[src/hw/rtl/hdr_tone_mapper_macros.svh]
// Assertion macros used by the tone mapper top level.
`ifndef HDR_TONE_MAPPER_MACROS_SVH
`define HDR_TONE_MAPPER_MACROS_SVH

// A property that must hold at every clock edge outside reset.
`define HTM_ASSERT(lbl, prop, msg) \
   lbl: assert property (@(posedge clock) disable iff (reset) (prop)) else $error(msg);

// A condition that, when it holds, forces a consequence in the next cycle.
`define HTM_ASSERT_NEXT(lbl, ante, cons, msg) \
   lbl: assert property (@(posedge clock) disable iff (reset) (ante) |=> (cons)) else $error(msg);

`endif

[src/hw/rtl/htm_pkg.sv]
// Package with the constants, codes and table functions of the tone mapper.
`default_nettype none

package htm_pkg;

   // Field widths of the fixed-point datapath.
   localparam int CFG_BITS     = 16;
   localparam int FRAC_BITS    = 16;
   localparam int MANT_BITS    = 31;
   localparam int EXPQ_BITS    = 32;
   localparam int T_BITS       = 21;
   localparam int NB_BITS      = 7;
   localparam int LOG_INT_BITS = 6;
   localparam int PROD_BITS    = 47;
   localparam int RES_BITS     = 48;
   localparam int LOG_STEPS    = 16;
   localparam int POW_STEPS    = 21;

   // Operator codes held in the mode register.
   localparam logic [1:0] MODE_SIMPLE   = 2'd0;
   localparam logic [1:0] MODE_POWER    = 2'd1;
   localparam logic [1:0] MODE_EXPOSURE = 2'd2;

   // Register indexes on the control port.
   localparam logic [1:0] REG_MAP_MODE       = 2'd0;
   localparam logic [1:0] REG_GAIN_FACTOR    = 2'd1;
   localparam logic [1:0] REG_POWER_EXPONENT = 2'd2;
   localparam logic [1:0] REG_EXPOSURE_RATE  = 2'd3;

   // Reset values of the registers.
   localparam logic [1:0]          MODE_RESET  = MODE_SIMPLE;
   localparam logic [CFG_BITS-1:0] GAIN_RESET  = 16'd256;
   localparam logic [CFG_BITS-1:0] GAMMA_RESET = 16'd29789;
   localparam logic [CFG_BITS-1:0] RATE_RESET  = 16'd256;

   // One in Q.16, and the bias of the final power shift (22 + 64).
   localparam logic [16:0]        ONE_Q16        = 17'h10000;
   localparam logic [NB_BITS-1:0] POW_SHIFT_BIAS = 7'd86;

   // Integer square root of a 64-bit value, used only to build constants.
   function automatic logic [63:0] isqrt64(input logic [63:0] v);
      logic [63:0] res;
      logic [63:0] rem;
      logic [63:0] bitv;
      res  = '0;
      rem  = v;
      bitv = 64'h4000_0000_0000_0000;
      for (int i = 0; i < 32; i++) begin
         if (bitv > rem) bitv = bitv >> 2;
      end
      for (int i = 0; i < 32; i++) begin
         if (bitv != 0) begin
            if (rem >= res + bitv) begin
               rem = rem - (res + bitv);
               res = (res >> 1) + bitv;
            end else begin
               res = res >> 1;
            end
            bitv = bitv >> 2;
         end
      end
      return res;
   endfunction

   // The factor 2^(2^-j) in Q2.30, found by taking the square root j times.
   function automatic logic [63:0] pow2_root(input int j);
      logic [63:0] root;
      root = 64'h8000_0000;
      for (int i = 1; i <= j; i++) begin
         root = isqrt64(root << 30);
      end
      return root;
   endfunction

   // The factor exp(-2^(k-16)) in Q.32: a truncated series below k = 16,
   // repeated squaring from k = 16 on.
   function automatic logic [63:0] exp_factor(input int k);
      logic [63:0] sum;
      logic [63:0] term;
      logic [63:0] e;
      int          kk;
      int          sh;
      logic        done;
      kk   = (k < 16) ? k : 15;
      sh   = 16 - kk;
      sum  = 64'h1_0000_0000;
      term = sum;
      done = 1'b0;
      for (int n = 1; n < 32; n++) begin
         if (!done) begin
            term = (term >> sh) / 64'(n);
            if (term == 0) begin
               done = 1'b1;
            end else if ((n & 1) != 0) begin
               sum = sum - term;
            end else begin
               sum = sum + term;
            end
         end
      end
      e = sum;
      for (int i = 16; i <= k; i++) begin
         e = (e * e) >> 32;
      end
      return e;
   endfunction

endpackage

`default_nettype wire

[src/hw/rtl/htm_pow_cell.sv]
// One cell of the back chain: a 2^f factor step and an exp(-t) factor step.
`default_nettype none

module htm_pow_cell #(
   parameter int STEP      = 0,
   parameter int SIDE_BITS = 1
) (
   input  logic                          clock,
   input  logic                          reset,
   input  logic                          en,
   input  logic                          i_valid,
   input  logic [htm_pkg::MANT_BITS-1:0] i_p,
   input  logic [htm_pkg::FRAC_BITS-1:0] i_f,
   input  logic [htm_pkg::EXPQ_BITS-1:0] i_pe,
   input  logic                          i_pone,
   input  logic [htm_pkg::T_BITS-1:0]    i_t,
   input  logic [SIDE_BITS-1:0]          i_side,
   output logic                          o_valid,
   output logic [htm_pkg::MANT_BITS-1:0] o_p,
   output logic [htm_pkg::FRAC_BITS-1:0] o_f,
   output logic [htm_pkg::EXPQ_BITS-1:0] o_pe,
   output logic                          o_pone,
   output logic [htm_pkg::T_BITS-1:0]    o_t,
   output logic [SIDE_BITS-1:0]          o_side
);
   import htm_pkg::*;

   // Constant factors of this cell.
   localparam logic [MANT_BITS-1:0] ROOT = MANT_BITS'(pow2_root(STEP + 1));
   localparam logic [EXPQ_BITS-1:0] EFAC = EXPQ_BITS'(exp_factor(STEP));

   logic [2*MANT_BITS-1:0]  pm;
   logic [2*EXPQ_BITS-1:0]  em;
   logic                    fbit;
   logic                    tbit;

   logic                    valid_ff;
   logic [MANT_BITS-1:0]    p_ff, p_in;
   logic [FRAC_BITS-1:0]    f_ff, f_in;
   logic [EXPQ_BITS-1:0]    pe_ff, pe_in;
   logic                    pone_ff, pone_in;
   logic [T_BITS-1:0]       t_ff, t_in;
   logic [SIDE_BITS-1:0]    side_ff;

   // Power fraction: multiply in this root when the leading fraction bit is set.
   always_comb begin
      fbit = i_f[FRAC_BITS-1];
      pm   = i_p * ROOT;
      p_in = fbit ? pm[2*MANT_BITS-2:MANT_BITS-1] : i_p;
      f_in = {i_f[FRAC_BITS-2:0], 1'b0};
   end

   // Exponential: multiply in this factor when the lowest exposure bit is set.
   // While the product is still exactly one, the factor is taken as it is.
   always_comb begin
      tbit = i_t[0];
      em   = i_pe * EFAC;
      if (!tbit) begin
         pe_in = i_pe;
      end else if (i_pone) begin
         pe_in = EFAC;
      end else begin
         pe_in = em[2*EXPQ_BITS-1:EXPQ_BITS];
      end
      pone_in = i_pone & ~tbit;
      t_in    = {1'b0, i_t[T_BITS-1:1]};
   end

   always_ff @(posedge clock) begin
      if (reset) begin
         valid_ff <= 1'b0;
      end else if (en) begin
         valid_ff <= i_valid;
      end
   end

   always_ff @(posedge clock) begin
      if (en) begin
         p_ff    <= p_in;
         f_ff    <= f_in;
         pe_ff   <= pe_in;
         pone_ff <= pone_in;
         t_ff    <= t_in;
         side_ff <= i_side;
      end
   end

   assign o_valid = valid_ff;
   assign o_p     = p_ff;
   assign o_f     = f_ff;
   assign o_pe    = pe_ff;
   assign o_pone  = pone_ff;
   assign o_t     = t_ff;
   assign o_side  = side_ff;

endmodule

`default_nettype wire

[config.mk]
export PLATFORM = sky130hd
export DESIGN_NAME = htm_pow_cell
export DESIGN_NICKNAME = d
export VERILOG_FILES = /design/src/hw/rtl/hdr_tone_mapper_macros.svh /design/src/hw/rtl/htm_pkg.sv /design/src/hw/rtl/htm_pow_cell.sv
export SDC_FILE = /design/constraint.sdc
export NUM_CORES = 2
export LEC_CHECK = 0
export BUFFER_PORTS_ARGS = -buffer_cell sky130_fd_sc_hd__buf_2
export CORE_UTILIZATION = 54
export DETAILED_ROUTE_END_ITERATION = 8
export PLACE_DENSITY = 0.75
export SETUP_SLACK_MARGIN = 0.15
export SYNTH_ARGS = -nofsm -noshare
export SYNTH_HDL_FRONTEND = slang
export SYNTH_SLANG_ARGS = --single-unit
[constraint.sdc]
create_clock -name clock -period 7.13 [get_ports clock]
set_input_delay 0.713 -clock clock [delete_from_list [all_inputs] [get_ports clock]]
set_output_delay 0.713 -clock clock [all_outputs]
set_load 0.02 [all_outputs]
# Yosys cells after proc, flatten, opt, wreduce, memory -nomap -nowiden

Index checks and enable logic that the tools add are counted.
Widths: inputs -> output; s select.

Add/subtract/negate cells: 0
Multipliers: 2
Div/mod/pow operators: 0
$lt $le $gt $ge: 0
Equality and inequality tests: 0
Shifts and indexed selects: 0
Mux-type cells: 3
Bitwise logic cells: 2
Reductions and logical operators: 0

Operator list:

| operator               | count |
|---|---|
| $mux 32                | 2 |
| $mul 31x31->61 const B | 1 |
| $mul 32x16->48 const B | 1 |
| $mux 31                | 1 |
| $and 1x1->1            | 1 |
| $not 1->1              | 1 |

Register bits: 101
Bits in latches: 0
Memory bits (writable): 0
Bits in read-only memories: 0
Bits of input ports: 106
Output and inout port bits: 103
Word-level logic and storage cells: 14
Memories kept: 0

# Longest topological paths before layout

Depth in word-level cells: 3
Depth in mapped cells: 26
Mapped depth without buffers: 26

# Worst setup path before layout

Ideal clock, no wire load.

Kind: input -> register
Start: input port i_p[18] (netlist name)
End: register p_ff[24] (netlist: o_p[24]) (data pin)
Setup time: 0.260 ns
Data arrival time: 6.779 ns
Required time: 6.870 ns
Slack: 0.092 ns
Stages: 25
Buffers on the path: 0
Path through: ha_1 > fa_1 > inv_1 > fa_1 > inv_1 > fa_1 > inv_1 > fa_1 > inv_1 > fa_1 > fa_1 > inv_1 > fa_1 > inv_1 > ha_1 > o21ai_0 > o21ai_0 > a21oi_1 > a31oi_1 > a31oi_1 > a21oi_1 > a21boi_1 > o31ai_1 > xor2_1 > mux2_2

Cells in the longest elaborated chain, start to end: 2

RTL lines:

| element              | RTL line           | text |
|---|---|---|
| start, declared      | htm_pow_cell.sv:12 | `input logic [htm_pkg::MANT_BITS-1:0] i_p,` |
| $mul 31x31->61       | htm_pow_cell.sv:48 | `pm = i_p * ROOT;` |
| $mux 31              | htm_pow_cell.sv:49 | `p_in = fbit ? pm[2*MANT_BITS-2:MANT_BITS-1] : i_p;` |
| net p_in[24]         | htm_pow_cell.sv:38 | `logic [MANT_BITS-1:0] p_ff, p_in;` |
| end signal, assigned | htm_pow_cell.sv:79 | `p_ff <= p_in;` |
| end, declared        | htm_pow_cell.sv:38 |  |

The timed path passes the listed nets, and every way through them passes these cells.
A chain may end at the register's enable or synchronous reset.

# Worst setup path in the final report

Start: input port i_p[23] (netlist name)
End: register p_ff[18] (netlist: o_p[18]) (data pin)

Same word-level chain as after synthesis.

==> key figures <==
Setup path
  – Data required, critical path: 7280 ps
  – Kind of critical path: in2reg
  – Crit end category: register
  – R2r startpoint: o_valid
  – CP max FO: 4
  – Worst endpoint data arrival time: 7070 ps
  – CP startpoint kind: primary input
  – Origin of the worst setup path: i_p[23]

Synthesis
  – EDFF count, synth: 100
  – Synth cell types: 83
  – Sequential fraction of the synthesis area: 10.4%
  – Synth Warn #: 0
  – Syn avg cell area: 10.6 um^2
  – Mapped Area: 0.0289 mm^2
  – Top FF cell, synth: edfxtp_1
  – Post-synth ARST share: 0%
  – Synth Instances: 2727
  – #FFs+latches synth: 101

Timing
  – Fin crit share: 97.0%
  – Tightest Pin Transition: 1020 ps
  – # setup viols final: 0
  – Max frequency: 0.145 GHz
  – Normalized max-slew margin: 31.8%
  – Final hold violation count: 0
  – Clock skew: 0 ps
  – Min Tclk post-route: 6920 ps
  – Max-slew violation count: 0
  – Unrepaired setup endpoints after global routing: true

Clock tree
  – Clk buf depth: 2
  – CTS HTree Levels: 3
  – CTS tree: done
  – CTS Sinks: 101
  – CTS root buf: clkbuf_16
  – Clock Latency Late Sink: 390 ps
  – TritonCTS buffer count: 9
  – CTS clk-pin slew, worst paths: 80 ps

Place
  – GPL Wtd Cong: 0.987
  – Detailed placement HPWL: 71.4 mm
  – I/O Buffers: 206

Flow run
  – Max-Cap Viols: 0

Die
  – DIE AREA: 0.0545 mm^2
  – Die H: 234 um
  – Starting Density: 54.9%
  – I/O Pins: 209
  – # rows: 84
  – CORE AREA: 0.0528 mm^2
  – Die W: 234 um

Drt
  – First-pass DRT Iterations: 8
  – WL/cell: 21.0 um
  – Post-route ant nets: 0
  – Routed wire length: 80.8 mm
  – Vias: 20.8k
  – Post-route DRC: 64
  – Number of DRC markers in iteration 0: 1414
  – Via density: 5.40

Finish
  – Layout cell share with drive strength beyond 1: 19.2%
  – Commonest non-fill, non-tap cell in the layout: inv_1
  – Area growth syn-to-layout: 15.8%
  – Core Util, Final: 63.5%
  – Final #Nets: 4367
  – Commonest non-fill, non-tap cells in the layout: inv_1 (846), fa_1 (581), ha_1 (475)

Global route
  – Number of global-route vias before repair: 22.8k
  – Largest net degree at the start of global routing: 72
  – Gr usage total: 30.8%
  – Initial antenna violation count: 4
  – First-pass GRT wire length: 125 mm
  – Total gr overflow: 0

Run status
  – Outcome: finished with violations
  – Failing checks: design-rule violations

Worst hold path
  – Min-delay worst type: in2reg
  – Hold Path Origin: reset
[final timing paths]
check,endpoint,slack (ps),cells past startpoint
setup / recovery,o_p[18],210,27
hold / removal,o_valid,470,2
setup reg to reg,o_valid,6550,2
hold reg to reg,o_valid,500,2
[Yosys cell counts (4+ instances only)]
master / count / share of area (%)
inv_1: 857 / 11
fa_1: 589 / 41
ha_1: 518 / 22
edfxtp_1: 100 / 10
a21oi_1: 79 / 1.4
xor2_1: 60 / 1.8
a21o_1: 59 / 1.5
nand2_1: 48 / 0.62
o21ai_0: 41 / 0.71
xnor2_1: 37 / 1.1
nor2_1: 35 / 0.45
nand4_1: 28 / 0.61
mux2_2: 27 / 1.1
nand3_1: 21 / 0.36
and2_1: 18 / 0.39
clkbuf_1: 18 / 0.23
a211oi_1: 11 / 0.29
nor3_1: 11 / 0.19
o22ai_1: 11 / 0.24
nor2b_1: 10 / 0.22
o21bai_1: 10 / 0.26
a22oi_1: 9 / 0.23
and3_1: 9 / 0.19
nand2b_1: 9 / 0.19
o21a_1: 9 / 0.23
a31oi_1: 8 / 0.17
mux2i_1: 5 / 0.17
a22o_1: 4 / 0.12
buf_4: 4 / 0.10
or3_1: 4 / 0.086
[repair_timing]
item	CTS	global route
resized for setup	8	142
hold buffers	0	0
setup endpoints to repair	20	36
pin swaps	2	72
setup buffers	2	7
[worst max-delay path, stage by stage]
cell	delay [ps]
buf_12	110
ha_4	280
inv_2	40
fa_1	480
fa_1	520
inv_2	50
fa_1	570
inv_2	50
fa_1	530
inv_1	50
fa_1	470
fa_1	530
inv_2	40
fa_1	510
inv_2	50
ha_4	280
nor3_2	40
nor2_1	160
nand2_1	110
a31oi_1	220
buf_4	190
nand4_1	130
a21boi_2	200
o21ai_2	120
o31ai_2	270
xor2_1	100
mux2_4	260
[per-stage QoR]
stage | TNS, ps | cells | area (um^2) | setup slack, ps | hold slack (ps)
after CTS | 0 | 3840 | 32800 | 152 | 456
final | 0 | 3848 | 33500 | 212 | 469
after floorplan | 0 | 2728 | 29000 | 177 | 579
after detailed placement | -9310 | 3822 | 32400 | -522 | 491
after global routing | 0 | 3847 | 33500 | 1.13 | 469
after global placement | -5230 | 3822 | 32400 | -344 | 474
[kinds of logic after synthesis]
family                   share of synthesized area, %
other                                          0.0130
flip-flops                                       10.4
AO/OA/AOI/OAI                                    6.69
AND/OR/NAND/NOR                                  3.96
XOR/XNOR                                         2.93
buffers and inverters                            11.6
multiplexers                                     1.22
adder cells (fa/ha/maj)                          63.1
[registers in the layout (all words and copies together), names as in the netlist]
register	count
o_pe	32
o_f	15
o_p	31
o_valid	1
o_t	20
o_side	1
o_pone	1
[metal layers]
layer | vias up | share of wire (%) | global-route usage, %
li1 | 9384 | - | -
met1 | 10496 | 42 | 41.2
met2 | 727 | 48 | 50.6
met3 | 154 | 7.2 | 5.46
met4 | 4 | 3.4 | 10.6
met5 | - | 0.033 | 0
[area by class of cell]
cell class | count | area, um^2
timing repair buffer | 442 | 2880
tap | 688 | 861
antenna | 1 | 2.50
multi-input combinational | 1742 | 23200
clock inverter | 6 | 55.1
fill | 4223 | 19200
sequential | 101 | 3020
inverter | 858 | 3220
clock buffer | 10 | 229
Power is left out: the tool's default activity adds up to more than one toggle a clock period on the data nets, which glitch-free logic cannot reach.
