**src/hw/rtl/hdr_tone_mapper_macros.svh**
```systemverilog
// Assertion macros used by the tone mapper top level.
`ifndef HDR_TONE_MAPPER_MACROS_SVH
`define HDR_TONE_MAPPER_MACROS_SVH

// A property that must hold at every clock edge outside reset.
`define HTM_ASSERT(lbl, prop, msg) \
   lbl: assert property (@(posedge clock) disable iff (reset) (prop)) else $error(msg);

// A condition that, when it holds, forces a consequence in the next cycle.
`define HTM_ASSERT_NEXT(lbl, ante, cons, msg) \
   lbl: assert property (@(posedge clock) disable iff (reset) (ante) |=> (cons)) else $error(msg);

`endif

```
**src/hw/rtl/htm_pkg.sv**
```systemverilog
// Package with the constants, codes and table functions of the tone mapper.
`default_nettype none

package htm_pkg;

   // Field widths of the fixed-point datapath.
   localparam int CFG_BITS     = 16;
   localparam int FRAC_BITS    = 16;
   localparam int MANT_BITS    = 31;
   localparam int EXPQ_BITS    = 32;
   localparam int T_BITS       = 21;
   localparam int NB_BITS      = 7;
   localparam int LOG_INT_BITS = 6;
   localparam int PROD_BITS    = 47;
   localparam int RES_BITS     = 48;
   localparam int LOG_STEPS    = 16;
   localparam int POW_STEPS    = 21;

   // Operator codes held in the mode register.
   localparam logic [1:0] MODE_SIMPLE   = 2'd0;
   localparam logic [1:0] MODE_POWER    = 2'd1;
   localparam logic [1:0] MODE_EXPOSURE = 2'd2;

   // Register indexes on the control port.
   localparam logic [1:0] REG_MAP_MODE       = 2'd0;
   localparam logic [1:0] REG_GAIN_FACTOR    = 2'd1;
   localparam logic [1:0] REG_POWER_EXPONENT = 2'd2;
   localparam logic [1:0] REG_EXPOSURE_RATE  = 2'd3;

   // Reset values of the registers.
   localparam logic [1:0]          MODE_RESET  = MODE_SIMPLE;
   localparam logic [CFG_BITS-1:0] GAIN_RESET  = 16'd256;
   localparam logic [CFG_BITS-1:0] GAMMA_RESET = 16'd29789;
   localparam logic [CFG_BITS-1:0] RATE_RESET  = 16'd256;

   // One in Q.16, and the bias of the final power shift (22 + 64).
   localparam logic [16:0]        ONE_Q16        = 17'h10000;
   localparam logic [NB_BITS-1:0] POW_SHIFT_BIAS = 7'd86;

   // Integer square root of a 64-bit value, used only to build constants.
   function automatic logic [63:0] isqrt64(input logic [63:0] v);
      logic [63:0] res;
      logic [63:0] rem;
      logic [63:0] bitv;
      res  = '0;
      rem  = v;
      bitv = 64'h4000_0000_0000_0000;
      for (int i = 0; i < 32; i++) begin
         if (bitv > rem) bitv = bitv >> 2;
      end
      for (int i = 0; i < 32; i++) begin
         if (bitv != 0) begin
            if (rem >= res + bitv) begin
               rem = rem - (res + bitv);
               res = (res >> 1) + bitv;
            end else begin
               res = res >> 1;
            end
            bitv = bitv >> 2;
         end
      end
      return res;
   endfunction

   // The factor 2^(2^-j) in Q2.30, found by taking the square root j times.
   function automatic logic [63:0] pow2_root(input int j);
      logic [63:0] root;
      root = 64'h8000_0000;
      for (int i = 1; i <= j; i++) begin
         root = isqrt64(root << 30);
      end
      return root;
   endfunction

   // The factor exp(-2^(k-16)) in Q.32: a truncated series below k = 16,
   // repeated squaring from k = 16 on.
   function automatic logic [63:0] exp_factor(input int k);
      logic [63:0] sum;
      logic [63:0] term;
      logic [63:0] e;
      int          kk;
      int          sh;
      logic        done;
      kk   = (k < 16) ? k : 15;
      sh   = 16 - kk;
      sum  = 64'h1_0000_0000;
      term = sum;
      done = 1'b0;
      for (int n = 1; n < 32; n++) begin
         if (!done) begin
            term = (term >> sh) / 64'(n);
            if (term == 0) begin
               done = 1'b1;
            end else if ((n & 1) != 0) begin
               sum = sum - term;
            end else begin
               sum = sum + term;
            end
         end
      end
      e = sum;
      for (int i = 16; i <= k; i++) begin
         e = (e * e) >> 32;
      end
      return e;
   endfunction

endpackage

`default_nettype wire

```
**src/hw/rtl/htm_log_cell.sv**
```systemverilog
// One cell of the front chain: a divider step and a log2 squaring step.
`default_nettype none

module htm_log_cell #(
   parameter int SAMPLE_BITS = 24,
   parameter int SIDE_BITS   = 1
) (
   input  logic                          clock,
   input  logic                          reset,
   input  logic                          en,
   input  logic                          i_valid,
   input  logic [SAMPLE_BITS:0]          i_rem,
   input  logic [SAMPLE_BITS:0]          i_den,
   input  logic [htm_pkg::FRAC_BITS-1:0] i_quo,
   input  logic [htm_pkg::MANT_BITS-1:0] i_m,
   input  logic [htm_pkg::FRAC_BITS-1:0] i_frac,
   input  logic [SIDE_BITS-1:0]          i_side,
   output logic                          o_valid,
   output logic [SAMPLE_BITS:0]          o_rem,
   output logic [SAMPLE_BITS:0]          o_den,
   output logic [htm_pkg::FRAC_BITS-1:0] o_quo,
   output logic [htm_pkg::MANT_BITS-1:0] o_m,
   output logic [htm_pkg::FRAC_BITS-1:0] o_frac,
   output logic [SIDE_BITS-1:0]          o_side
);
   import htm_pkg::*;

   logic [SAMPLE_BITS+1:0]       shifted;
   logic [SAMPLE_BITS+1:0]       diff;
   logic                         qbit;
   logic [2*MANT_BITS-1:0]       sq;
   logic [MANT_BITS:0]           sq_hi;
   logic                         fbit;

   logic                         valid_ff;
   logic [SAMPLE_BITS:0]         rem_ff, rem_in;
   logic [SAMPLE_BITS:0]         den_ff;
   logic [FRAC_BITS-1:0]         quo_ff, quo_in;
   logic [MANT_BITS-1:0]         m_ff, m_in;
   logic [FRAC_BITS-1:0]         frac_ff, frac_in;
   logic [SIDE_BITS-1:0]         side_ff;

   // Restoring division step: shift in a zero, subtract the divisor if it fits.
   always_comb begin
      shifted = {i_rem, 1'b0};
      diff    = shifted - {1'b0, i_den};
      qbit    = (shifted >= {1'b0, i_den});
      rem_in  = qbit ? diff[SAMPLE_BITS:0] : shifted[SAMPLE_BITS:0];
      quo_in  = {i_quo[FRAC_BITS-2:0], qbit};
   end

   // Log2 step: square the mantissa and renormalize when it reaches two.
   always_comb begin
      sq      = i_m * i_m;
      sq_hi   = sq[2*MANT_BITS-1:MANT_BITS-1];
      fbit    = sq_hi[MANT_BITS];
      m_in    = fbit ? sq_hi[MANT_BITS:1] : sq_hi[MANT_BITS-1:0];
      frac_in = {i_frac[FRAC_BITS-2:0], fbit};
   end

   always_ff @(posedge clock) begin
      if (reset) begin
         valid_ff <= 1'b0;
      end else if (en) begin
         valid_ff <= i_valid;
      end
   end

   always_ff @(posedge clock) begin
      if (en) begin
         rem_ff  <= rem_in;
         den_ff  <= i_den;
         quo_ff  <= quo_in;
         m_ff    <= m_in;
         frac_ff <= frac_in;
         side_ff <= i_side;
      end
   end

   assign o_valid = valid_ff;
   assign o_rem   = rem_ff;
   assign o_den   = den_ff;
   assign o_quo   = quo_ff;
   assign o_m     = m_ff;
   assign o_frac  = frac_ff;
   assign o_side  = side_ff;

endmodule

`default_nettype wire

```
**config.mk**
```make
export PLATFORM = sky130hd
export DESIGN_NAME = htm_log_cell
export DESIGN_NICKNAME = d
export VERILOG_FILES = /design/src/hw/rtl/hdr_tone_mapper_macros.svh /design/src/hw/rtl/htm_pkg.sv /design/src/hw/rtl/htm_log_cell.sv
export SDC_FILE = /design/constraint.sdc
export NUM_CORES = 2
export LEC_CHECK = 0
export BUFFER_PORTS_ARGS = -buffer_cell sky130_fd_sc_hd__buf_2
export CORE_ASPECT_RATIO = 0.9
export CORE_MARGIN = 2
export CORE_UTILIZATION = 40
export CTS_BUF_LIST = sky130_fd_sc_hd__clkbuf_4 sky130_fd_sc_hd__clkbuf_8
export CTS_CLUSTER_SIZE = 40
export DETAILED_ROUTE_END_ITERATION = 6
export HOLD_SLACK_MARGIN = 0.06
export PLACE_DENSITY_LB_ADDON = 0.25
export SYNTH_ARGS = -nofsm -noshare
export SYNTH_HDL_FRONTEND = slang
export SYNTH_SLANG_ARGS = --single-unit
```
**constraint.sdc**
```tcl
create_clock -name clock -period 22.9 [get_ports clock]
set_clock_uncertainty 0.2 [all_clocks]
set_input_delay 1.145 -clock clock [delete_from_list [all_inputs] [get_ports clock]]
set_output_delay 1.145 -clock clock [all_outputs]
set_load 0.005 [all_outputs]
```
Word level (Yosys, flattened, before mapping):

Index checks and enable logic that the tools add are counted.

* add/sub/neg operators: 1
* multipliers: 1
* order comparisons: 1
* mux-type cells: 2

Operator list (count)
* 31-bit by 31-bit multiplier with 62-bit output: 1
* 30-bit two-way mux: 1
* 26-bit by 25-bit greater-or-equal comparator with 1-bit output: 1
* 25-bit two-way mux: 1
* 25-bit subtractor: 1

* register bits after elaboration: 115
* input port bits: 118
* output and inout bits: 115
* word-level logic and storage cells: 14

Depth between registers and ports, before layout:

* word-level depth: 2
* depth in mapped cells: 32
* mapped depth without buffers: 27

Worst setup path before layout:

Ideal clock, no wire load.

* path kind: input-to-reg
* from: input port i_m[22] (netlist bit)
* to: register m_ff[12] (netlist: o_m[12]) (data pin)
* setup time: 0.260 ns
* data arrival time: 8.380 ns
* required time: 22.440 ns
* slack: 14.060 ns
* cell stages on the path: 25
* path buffers: 4
* cells stage by stage: clkbuf_1 > clkbuf_1 > nand2_1 > fa_1 > inv_1 > fa_1 > fa_1 > inv_1 > fa_1 > inv_1 > fa_1 > fa_1 > fa_1 > fa_1 > ha_1 > clkbuf_1 > a21o_1 > a2111oi_0 > nor3_1 > o41ai_4 > a2111oi_2 > a211oi_2 > xor2_1 > buf_2 > mux2_2

* longest elaborated chain between the ends: 2

Ends and longest elaborated chain
* from (decl): RTL line htm_log_cell.sv:15 `input logic [htm_pkg::MANT_BITS-1:0] i_m,`
* 31-bit by 31-bit multiplier with 62-bit output: RTL line htm_log_cell.sv:54 `sq = i_m * i_m;`
* 30-bit two-way mux: RTL line htm_log_cell.sv:57 `m_in = fbit ? sq_hi[MANT_BITS:1] : sq_hi[MANT_BITS-1:0];`
* via m_in[12]: RTL line htm_log_cell.sv:39 `logic [MANT_BITS-1:0] m_ff, m_in;`
* to (signal assigned): RTL line htm_log_cell.sv:74 `m_ff <= m_in;`
* to (decl): RTL line htm_log_cell.sv:39

The timed path passes the listed nets, and every way through them passes these cells.
A chain may end at the register's enable or synchronous reset.

Final worst setup path:

* from: input port i_m[15] (netlist bit)
* to: register m_ff[29] (netlist: o_m[29]) (data pin)

* longest elaborated chain between the ends: 2

Ends and longest elaborated chain
* 31-bit by 31-bit multiplier with 62-bit output: RTL line htm_log_cell.sv:54
* via sq[61]: RTL line htm_log_cell.sv:31 `logic [2*MANT_BITS-1:0] sq;`
* 30-bit two-way mux: RTL line htm_log_cell.sv:57
* via m_in[29]: RTL line htm_log_cell.sv:39

The timed path passes the listed nets, and every way through them passes these cells.

==> flow_metrics.py <==
metrics = {
    "run_status": {
        "run_status": "completed",
    },
    "grt": {
        "antenna_found_initial": 4,
        "grt_overflow": 0,
        "grt_pass1_wl_um": 131500,
        "grt.total_usage_pct": 20.66,
        "grt_pass1_vias": 23590,
        "grt_max_degree": 64,
    },
    "floorplan": {
        "die_area_um2": 82440,
        "die_h_um": 272.6,
        "io_pins": 233,
        "die_w_um": 302.4,
        "start_util_pct": 40.35,
        "coreArea_um2": 79460,
        "core.rowCount": 98,
    },
    "final_layout": {
        "drive_gt1_share_pct": 10.05,
        "fillers": 7896,
        "syn2layout_area_growth_pct": 8.187,
        "num-nets-final": 4559,
    },
    "logic_synthesis": {
        "synthFlopType": "edfxtp_1",
        "yosys_warnings": 0,
        "ys_types": 67,
        "synthArstFlopShare_pct": 0,
        "ys_ff_latch": 115,
        "ys_top_cells_by_count": "941 x inv_1, 748 x fa_1, 304 x nand2_1, 294 x ha_1, 193 x and2_1",
        "synth_top_family_by_area": "adder cells",
        "yosysTopAreaCell": "fa_1",
        "synth-simple-area-share_pct": 10.01,
        "synth_top_area_share_pct": 46.70,
        "synth_edf_count": 114,
        "synth-xor-area-share_pct": 2.131,
        "synthAdderAreaFrac_pct": 58.18,
        "syn_nets": 4400,
        "post-synth-top-count-cell": "inv_1",
        "synth_area_um2": 32060,
        "ys_top_cells_by_area": "fa_1 47%, ha_1 11%, inv_1 11%",
        "avgSynthCellArea_um2": 9.896,
        "yosys-mux-area-fraction_pct": 1.705,
        "synth-seq-area-share_pct": 10.74,
        "synth_cells": 3240,
        "synth-compound-area-share_pct": 4.820,
    },
    "detailed_routing": {
        "wl_per_cell_um": 17.87,
        "routed_wirelength_um": 79790,
        "vias_per_cell": 4.797,
        "dr.first_iter.drc_count": 1131,
        "dr.pass1.iters": 5,
        "vias": 21410,
        "postRouteAntennaNets": 0,
        "drc": 0,
    },
    "min_path": {
        "hold_depth": 2,
        "hold_path_class": "reg -> reg",
        "min_from": "o_valid",
        "hold_end": "o_valid",
    },
    "timing": {
        "final-setup-viol-count": 0,
        "hold_viol": 0,
        "slew_viol_final": 0,
        "relSlewSlack_pct": 30.85,
        "fin_setup_tns_ps": 0,
        "rsz0062_at_grt": "no",
        "max_slew.worst_pin.slew_ps": 1037,
        "max_freq_ghz": 0.09514,
        "fin_crit_sh_pct": 45.90,
        "fin_crit_ps": 10510,
    },
    "placed_design": {
        "dp_hpwl_um": 63010,
        "port_buffers": 230,
        "place_congestion": 0.8664,
    },
    "cts": {
        "post_cts_resized": 0,
        "clk_pin_slew_worst_paths_ps": 80,
        "cts-root-buf": "clkbuf_8",
        "cts_buffers": 17,
        "h-tree-depth": 4,
        "cts_tree": "done",
        "clkSinkCount": 115,
        "clock_latency_ps": 440,
        "clock_path_buffers": 2,
        "post_cts_buffers": 0,
        "holdBufCountCts": 0,
    },
    "setup_path": {
        "r2r_slack_ps": 22050,
        "worstSetupEndpointType": "flip-flop",
        "cp.required_ps": 22900,
        "cpPeakStageDelay_ps": 830,
        "start_kind": "input pin",
        "crit_top_cell": "fa_1",
        "r2r_start": "o_valid",
        "reg2reg_depth": 2,
        "r2r-end": "o_valid",
        "crit_fanout": 39,
        "critPathKind": "in -> reg",
        "arrival_ps": 10510,
        "critPathSlowestCell": "a221oi_1",
    },
    "job": {
        "maxCapViolations": 0,
    },
}
## cell type report
type	instances	area [um^2]	area share, %
Antenna cell	2	5.005	0.01443
Multi-Input combinational cell	2069	24650	71.08
Timing Repair Buffer	253	1326	3.824
Sequential cell	115	3443	9.927
Inverter	943	3540	10.20
Tap cell	1050	1314	3.787
Clock inverter	14	162.7	0.4689
Clock buffer	18	241.5	0.6962
## critical path, delay by kind of cell
| family | cells | cell delay [ps] |
|---|---|---|
| adder cells (fa/ha/maj) | 9 | 4340 |
| AO/OA/AOI/OAI | 6 | 2120 |
| buffers and inverters | 7 | 1820 |
| AND/OR/NAND/NOR | 2 | 510 |
| multiplexers | 1 | 330 |
| XOR/XNOR | 1 | 180 |
## cells in the final DEF, fill, tap and decap left out, types with 16 or more instances in the layout
cell and count:
inv_1 941, fa_1 748, nand2_1 304, ha_1 294, buf_2 229, and2_1 193
edfxtp_1 114, a21oi_1 75, nor2_1 73, xnor2_1 46, o21ai_0 41, mux2_2 36
xor2_1 31, a21o_1 29, buf_4 24, nand4_1 17, clkbuf_8 17, nand3_1 16
## routing by layer
metal  vias up  wire length, um  GRT usage [%]
li1       9950                -              -
met1     10930            37250          30.39
met2       492            37230          33.06
met3        38             4716          3.689
met4         6              560          2.022
met5         -               28              0
## registers in the layout, summed over array words and instances, names as in the netlist
signal and cells:
o_den 25, o_frac 16, o_m 31, o_quo 16, o_rem 25, o_side 1, o_valid 1
## stage by stage
step	cells	area [um^2]	utilization, %	setup WS, ps	hold slack (ps)
2_1_floorplan	3240	32060	-	14060	285.0
3_3_place_gp	4430	34280	43.14	12020	280.0
3_5_place_dp	4430	34280	43.14	11920	360.7
4_1_cts	4462	34680	43.65	12450	379.0
5_1_grt	4462	34680	43.65	12060	400.0
6_report	4464	34690	43.66	12390	362.4
## worst max-delay path by stage
stage / start / cells after the start / slack (ps) / to
6_report: i_m[15] / 26 / 12390 / o_m[29]
3_5_place_dp: i_m[15] / 26 / 11920 / o_m[29]
3_3_place_gp: i_m[15] / 26 / 12020 / o_m[29]
4_1_cts: i_m[8] / 25 / 12450 / o_m[29]
5_1_grt: i_m[15] / 26 / 12060 / o_m[29]
2_1_floorplan: i_m[22] / 25 / 14060 / o_m[12]
## cell families (layout without fill, tap and decap cells)
logic type / count (synthesis) / after routing
other cells: 0 / 2
xor+xnor: 78 / 78
flops: 115 / 115
mux: 50 / 50
buf+inv: 1056 / 1228
fa+ha+maj: 1042 / 1042
compound gates: 232 / 232
simple gates: 667 / 667
Power is not shown: default switching activity piles up to over one toggle a cycle in this logic, so the estimate is an artifact.
